==> config.mk <==
export PLATFORM = sky130hd
export DESIGN_NAME = flms_cmdq
export DESIGN_NICKNAME = d
export VERILOG_FILES = /design/src/design/free_list_pool_with_mark_sweep_defines.svh /design/src/design/flms_pkg.sv /design/src/design/flms_cmdq.sv
export SDC_FILE = /design/constraint.sdc
export NUM_CORES = 1
export LEC_CHECK = 0
export BUFFER_PORTS_ARGS = -buffer_cell sky130_fd_sc_hd__buf_4
export CORE_MARGIN = 8
export CORE_UTILIZATION = 45
export DETAILED_ROUTE_END_ITERATION = 8
export PLACE_DENSITY_LB_ADDON = 0.08
export SKIP_CTS_REPAIR_TIMING = 1
export SYNTH_ARGS = -nofsm -noshare
export SYNTH_HDL_FRONTEND = slang
export SYNTH_SLANG_ARGS = --single-unit
==> constraint.sdc <==
create_clock -name clk -period 1.7 [get_ports clk]
set_clock_uncertainty 0.05 [all_clocks]
set_input_delay 0.255 -clock clk [delete_from_list [all_inputs] [get_ports clk]]
set_output_delay 0.255 -clock clk [all_outputs]
set_load 0.01 [all_outputs]
==> src/design/free_list_pool_with_mark_sweep_defines.svh <==
// Assertion macros shared by the slot pool design files.
`ifndef FREE_LIST_POOL_WITH_MARK_SWEEP_DEFINES_SVH
`define FREE_LIST_POOL_WITH_MARK_SWEEP_DEFINES_SVH

// Same-cycle implication, sampled on clk and disabled while rst_n is low.
`define FLMS_ASSERT_IMP(lbl, ante, cons, msg) \
  lbl: assert property (@(posedge clk) disable iff (!rst_n) (ante) |-> (cons)) \
    else $error(msg);

// Next-cycle implication, sampled on clk and disabled while rst_n is low.
`define FLMS_ASSERT_NXT(lbl, ante, cons, msg) \
  lbl: assert property (@(posedge clk) disable iff (!rst_n) (ante) |=> (cons)) \
    else $error(msg);

`endif

==> src/design/flms_pkg.sv <==
// Types, codes and sizes shared by the slot pool modules.
package flms_pkg;

  // Pool geometry. A pointer carries one extra bit so that POOL_DEPTH means no slot.
  localparam int POOL_DEPTH = 1024;
  localparam int SLOT_W     = $clog2(POOL_DEPTH);
  localparam int PTR_W      = SLOT_W + 1;
  localparam logic [PTR_W-1:0] NO_SLOT = PTR_W'(POOL_DEPTH);

  // Configuration register width and reset value.
  localparam int CFG_W = 11;
  localparam logic [CFG_W-1:0] POOL_SIZE_RST = 11'd1024;

  // APB port sizes.
  localparam int PADDR_W = 3;
  localparam int PDATA_W = 32;

  // Command queue depth; must be a power of two.
  localparam int CMDQ_DEPTH = 2;
  localparam int CMDQ_AW    = $clog2(CMDQ_DEPTH);

  // Operation codes of the input word.
  localparam logic [2:0] OP_INIT    = 3'd0;
  localparam logic [2:0] OP_ALLOC   = 3'd1;
  localparam logic [2:0] OP_FREE    = 3'd2;
  localparam logic [2:0] OP_MARK    = 3'd3;
  localparam logic [2:0] OP_COLLECT = 3'd4;

  // Status codes of the result word.
  localparam logic [1:0] ST_OK    = 2'd0;
  localparam logic [1:0] ST_EMPTY = 2'd1;
  localparam logic [1:0] ST_RANGE = 2'd2;

  // Command kinds after classification.
  typedef logic [2:0] kind_t;
  localparam kind_t KIND_INIT    = 3'd0;
  localparam kind_t KIND_ALLOC   = 3'd1;
  localparam kind_t KIND_FREE    = 3'd2;
  localparam kind_t KIND_MARK    = 3'd3;
  localparam kind_t KIND_COLLECT = 3'd4;
  localparam kind_t KIND_NOP     = 3'd5;

  typedef struct packed {
    logic [2:0]        op;
    logic [SLOT_W-1:0] slot_index;
  } in_item_t;

  typedef struct packed {
    logic [SLOT_W-1:0] granted_slot;
    logic [1:0]        status;
    logic [PTR_W-1:0]  reclaimed_count;
  } out_item_t;

  typedef struct packed {
    kind_t             kind;
    logic [SLOT_W-1:0] slot;
  } cmd_t;

endpackage

==> src/design/flms_cmdq.sv <==
// Short command queue between the front end and the execution engine.
module flms_cmdq (
  input  logic           clk,
  input  logic           rst_n,
  input  logic           push,
  input  flms_pkg::cmd_t push_cmd,
  output logic           full,
  input  logic           pop,
  output flms_pkg::cmd_t pop_cmd,
  output logic           valid
);
  import flms_pkg::*;

  cmd_t               entry_r [CMDQ_DEPTH];
  logic [CMDQ_AW-1:0] wr_ptr_r, wr_ptr_nxt;
  logic [CMDQ_AW-1:0] rd_ptr_r, rd_ptr_nxt;
  logic [CMDQ_AW:0]   fill_r, fill_nxt;

  assign full    = (fill_r == (CMDQ_AW+1)'(CMDQ_DEPTH));
  assign valid   = (fill_r != '0);
  assign pop_cmd = entry_r[rd_ptr_r];

  // Pointers wrap naturally because the depth is a power of two.
  always_comb begin
    wr_ptr_nxt = push ? wr_ptr_r + CMDQ_AW'(1) : wr_ptr_r;
    rd_ptr_nxt = pop  ? rd_ptr_r + CMDQ_AW'(1) : rd_ptr_r;
    fill_nxt   = fill_r;
    if (push && !pop) begin
      fill_nxt = fill_r + (CMDQ_AW+1)'(1);
    end else if (pop && !push) begin
      fill_nxt = fill_r - (CMDQ_AW+1)'(1);
    end
  end

  // Control state.
  always_ff @(posedge clk) begin
    if (!rst_n) begin
      wr_ptr_r <= '0;
      rd_ptr_r <= '0;
      fill_r   <= '0;
    end else begin
      wr_ptr_r <= wr_ptr_nxt;
      rd_ptr_r <= rd_ptr_nxt;
      fill_r   <= fill_nxt;
    end
  end

  // Entry storage.
  always_ff @(posedge clk) begin
    if (push) begin
      entry_r[wr_ptr_r] <= push_cmd;
    end
  end

endmodule

==> impl_metrics.env, run 1 <==
export IMPL_outcome="completed"
export IMPL_numClockSinks=31
export IMPL_htree_levels=2
export IMPL_vias_per_cell=4.828
export IMPL_place_inst=126
export IMPL_rows=18
export IMPL_hold_depth=1
export IMPL_crit_path_max_fanout=6
export IMPL_cap_violations=0
export IMPL_drc_errors=0
export IMPL_synthToLayoutAreaGrowth_pct=31.02
export IMPL_diodes=0
export IMPL_fmax_ghz=0.6089
export IMPL_wl_per_cell_um=15.10
export IMPL_syn_avg_cell_area_um2=18.61
export IMPL_start_util_pct=46.99
export IMPL_grt_max_degree=14
export IMPL_holdWs_ns=0.07497
export IMPL_clkTransAtPathRegs_ns=0.09
export IMPL_hpwl_mm=1.528
export IMPL_worst_pin_slew_ns=0.1904
export IMPL_drtPass1Iterations=1
export IMPL_clk_path_buf_depth=2
export IMPL_crit_arrival_ns=1.34
export IMPL_ys_seq_elements=31
export IMPL_layout_common_cells="35 x buf_4, 26 x edfxtp_1, 13 x mux2_2"
export IMPL_grt_total_usage_pct=9.773
export IMPL_antenna_found_initial=0
export IMPL_core_area_um2=2455
export IMPL_synth_area_um2=1154
export IMPL_first_global_vias=691
export IMPL_endpoint_kind="primary output"
export IMPL_cts_root_buf="clkbuf_4"
export IMPL_num_vias=647
export IMPL_yosysSeqAreaShare_pct=76.36
export IMPL_clk_latency_ns=0.31
export IMPL_postRouteAntennaNets=0
export IMPL_period_minus_slack_ns=1.642
export IMPL_routed_wl_mm=2.023
export IMPL_total_power_mw=1.539
export IMPL_syn_inst=62
export IMPL_drive_gt1_share_pct=54.81
export IMPL_hp_class="in -> reg"
export IMPL_p_leak_nw=0.5978
export IMPL_r2r_cells=3
export IMPL_cts_tree="built"
export IMPL_finalSetupViolCount=0
export IMPL_layout_commonest_cell="buf_4"
export IMPL_final_cells=134
export IMPL_power_density_nw_per_um2=1018
export IMPL_worstPathRequired_ns=1.39
export IMPL_yosysUniqueCellTypes=16
export IMPL_rsz0062_at_grt="no"
export IMPL_hold_viol=0
export IMPL_grt_pass1_wl_mm=3.167
export IMPL_yosysWarnings=0
export IMPL_fin_nets=121
export IMPL_worstSetupPathType="reg -> out"
export IMPL_port_buffers=31
export IMPL_dieArea_um2=4440
export IMPL_ios=32
export IMPL_crit_path_start_kind="flip-flop"
export IMPL_die_width_um=66.63
export IMPL_cts_buffers=5
export IMPL_die_height_um=66.63
export IMPL_drv_slew=0
export IMPL_gp_congestion=0.6517
export IMPL_syn_nets=80
export IMPL_relSlewSlack_pct=87.30
export IMPL_finalCritPeriodShare_pct=96.61
export IMPL_fin_tns_setup_ns=0
export IMPL_vdd_drop_max_uv=572.8
export IMPL_drtIter0Drc=0
export IMPL_grt_ovfl_total=0
-- cell type report --
| cell class | instances | area, um2 |
|---|---|---|
| inverter | 1 | 3.754 |
| clock buffer | 7 | 55.05 |
| timing repair buffer | 35 | 262.8 |
| tap | 30 | 37.54 |
| sequential | 31 | 884.6 |
| multi-input combinational | 29 | 264.0 |
| clock inverter | 1 | 3.754 |
| fill | 203 | 943.4 |
-- synth_stat cells, drive strengths merged --
cell type / n / share of area, %
o21a: 1 / 0.65
and2: 4 / 2.2
a21boi: 1 / 0.65
dfxtp: 5 / 8.7
or3: 1 / 0.54
inv: 1 / 0.33
xor2: 2 / 1.5
and2b: 1 / 0.76
o21ai: 1 / 0.43
mux2: 13 / 13
edfxtp: 26 / 68
buf: 1 / 0.43
nor2b: 2 / 1.1
ha: 1 / 1.1
xnor2: 1 / 0.76
or2: 1 / 0.54
-- flip-flops by register name, summed over array words and instances, names as in the netlist, named ones only --
signal,count
wr_ptr_r,1
fill_r,2
rd_ptr_r,1
entry_r,26
-- kinds of logic after synthesis --
logic type                 synth area share (%)
muxes                                     12.69
adders and majority gates                 1.084
buffers and inverters                    0.7585
and+or+nand+nor                           5.098
xor gates and xnor gates                  2.278
DFF                                       76.36
AOI/OAI and AO/OA                         1.735
-- through the flow --
stage / utilization (%) / cell area [um2] / setup WS, ns
floorplan: - / 1154 / 0.3175
global placement: 59.02 / 1449 / 0.2976
detailed placement: 59.02 / 1449 / 0.2696
CTS: 61.42 / 1508 / -0.08678
global route: 61.57 / 1511 / 0.001585
finish: 61.57 / 1511 / 0.05757
-- worst max-delay path, cell delays in order, from the launching register on --
cell     delay [ns]
dfxtp_4        0.39
buf_4          0.15
mux2_2         0.34
buf_4          0.15
-- final timing paths --
kind,to,start,slack [ns]
max,pop_cmd[6],flip-flop,0.06
min,entry_r[1][1],push_cmd[1],0.07
max reg2reg,fill_r[1],fill_r[0],0.62
min reg2reg,fill_r[1],fill_r[1],0.45
-- metal layers --
layer | global-route usage [%] | wire length, um | vias to the layer above | part of all wire (%)
met2 | 17.92 | 1119 | 21 | 55
met1 | 8.700 | 752 | 308 | 37
met5 | 0 | 0 | - | 0
li1 | - | - | 314 | -
met3 | 4.027 | 119 | 4 | 5.9
met4 | 5.600 | 31 | 0 | 1.5
-- report_power, final --
part | leakage [nW] | internal [mW] | switching [mW] | total, mW
registers | 0.286 | 0.872 | 0.0201 | 0.892
clock network | 0.0329 | 0.198 | 0.217 | 0.415
logic | 0.279 | 0.138 | 0.0937 | 0.231
total | 0.598 | 1.21 | 0.331 | 1.54
(Power assumes the default switching activity.)
==> run 2, diff against run 1 <==
Settings changed: BUFFER_PORTS_ARGS -buffer_cell sky130_fd_sc_hd__buf_4 to not set, DONT_BUFFER_PORTS set to 1.
==> run 2 against run 1 <==
Compared with the run above:
- register-to-register slack hardly changed
- routed wire length is 3.7% lower
- fmax is 9.0% higher
- hold slack got worse by 0.072 ns
- non-clock buffer count fell by 17
- setup slack better by 0.14 ns
- critical path type unchanged
- highest routed layer unchanged
==> impl_metrics.env, run 2 (synthesis results as in run 1) <==
export IMPL_outcome="completed"
export IMPL_setup_slack_ns=0.1930
export IMPL_endpoint_kind="primary output"
export IMPL_diodes=0
export IMPL_r2r_start="fill_r[0]"
export IMPL_fmax_ghz=0.6636
export IMPL_port_buffers=0
export IMPL_start_util_pct=46.99
export IMPL_fin_nets=104
export IMPL_cts_buffers=5
export IMPL_drtPass1Iterations=4
export IMPL_regMostFlops="entry_r"
export IMPL_largest_reg_flops=26
export IMPL_grt_ovfl_total=0
export IMPL_final_cells=117
export IMPL_cts_tree="built"
export IMPL_rsz0062_at_grt="no"
export IMPL_drc_errors=0
export IMPL_postRouteAntennaNets=0
export IMPL_dieArea_um2=4440
export IMPL_grt_max_degree=14
export IMPL_num_vias=579
export IMPL_place_area_um2=1216
export IMPL_worst_pin_slew_ns=0.1850
export IMPL_clk_path_buf_depth=2
export IMPL_relSlewSlack_pct=87.66
export IMPL_rrSetupSlack_ns=0.63
export IMPL_routed_wl_mm=1.948
export IMPL_layout_common_cells="26 x edfxtp_1, 14 x dlygate4sd3_1, 13 x mux2_2"
export IMPL_reg2reg_to="fill_r[1]"
export IMPL_first_global_vias=580
export IMPL_drv_slew=0
export IMPL_grt_total_usage_pct=9.788
export IMPL_period_minus_slack_ns=1.507
export IMPL_crit_path_max_fanout=7
export IMPL_numClockSinks=31
export IMPL_hp_class="in -> reg"
export IMPL_die_width_um=66.63
export IMPL_stdcell_area_um2=1425
export IMPL_antenna_found_initial=0
export IMPL_drtIter0Drc=20
export IMPL_drive_gt1_share_pct=29.89
export IMPL_cap_violations=0
export IMPL_crit_arrival_ns=1.20
export IMPL_reg_top3="entry_r x26, fill_r x2"
export IMPL_grt_pass1_wl_mm=3.056
export IMPL_p_leak_nw=0.5117
export IMPL_gp_congestion=0.5960
export IMPL_core_area_um2=2455
export IMPL_clk_latency_ns=0.32
export IMPL_place_inst=95
export IMPL_fin_tns_setup_ns=0
export IMPL_utilization_pct=58.05
export IMPL_holdWs_ns=0.003169
export IMPL_die_height_um=66.63
export IMPL_worstPathRequired_ns=1.39
export IMPL_worstSetupPathType="reg -> out"
export IMPL_crit_end="pop_cmd[11]"
export IMPL_clkTransAtPathRegs_ns=0.08
export IMPL_crit_path_start_kind="flip-flop"
export IMPL_hold_viol=0
export IMPL_cts_root_buf="clkbuf_4"
export IMPL_finalSetupViolCount=0
export IMPL_vias_per_cell=4.949
export IMPL_vdd_drop_max_uv=687.9
export IMPL_r2r_cells=3
export IMPL_htree_levels=2
export IMPL_power_density_nw_per_um2=1076
export IMPL_layout_commonest_cell="edfxtp_1"
export IMPL_rows=18
export IMPL_synthToLayoutAreaGrowth_pct=23.54
export IMPL_finalCritPeriodShare_pct=88.65
export IMPL_ios=32
export IMPL_wl_per_cell_um=16.65
export IMPL_place_ws_ns=0.5104
export IMPL_total_power_mw=1.533
-- run 2: layer usage --
| layer | share of wire (%) | GRT usage (%) | wire length (um) |
|---|---|---|---|
| met2 | 52 | 14.93 | 1014 |
| met4 | 2.1 | 4.800 | 40 |
| met1 | 35 | 9.156 | 689 |
| met5 | 0 | 0 | 0 |
| met3 | 11 | 8.054 | 205 |
-- run 2: critical path, stage by stage (launching register included) --
cell and delay [ns]:
dfxtp_1 0.34, buf_4 0.16, mux2_2 0.38
-- run 2: worst min-delay path by stage --
stage / from / to / slack (ns) / cells past startpoint
final: rst_n / rd_ptr_r / 0.003 / 1
after global routing: rst_n / rd_ptr_r / 0.005 / 1
after CTS: push_cmd[0] / entry_r[1][0] / -0.05 / 0
after detailed placement: push_cmd[8] / entry_r[0][8] / 0.30 / 0
after global placement: push_cmd[0] / entry_r[1][0] / 0.30 / 0
after floorplan: push_cmd[0] / entry_r[0][0] / 0.30 / 0
-- run 2: where the power goes --
part	switching [mW]	internal, mW
Clock	0.226	0.243
Combinational	0.0861	0.0911
Sequential	0.0158	0.872
-- run 2: layout make-up --
| class | instances | area, um2 |
|---|---|---|
| inverters | 1 | 3.754 |
| clock buffers | 8 | 68.82 |
| flip-flops and latches | 31 | 880.8 |
| well taps | 30 | 37.54 |
| repair buffers | 18 | 170.2 |
| fillers | 216 | 1030 |
| multi-input cells | 29 | 264.0 |
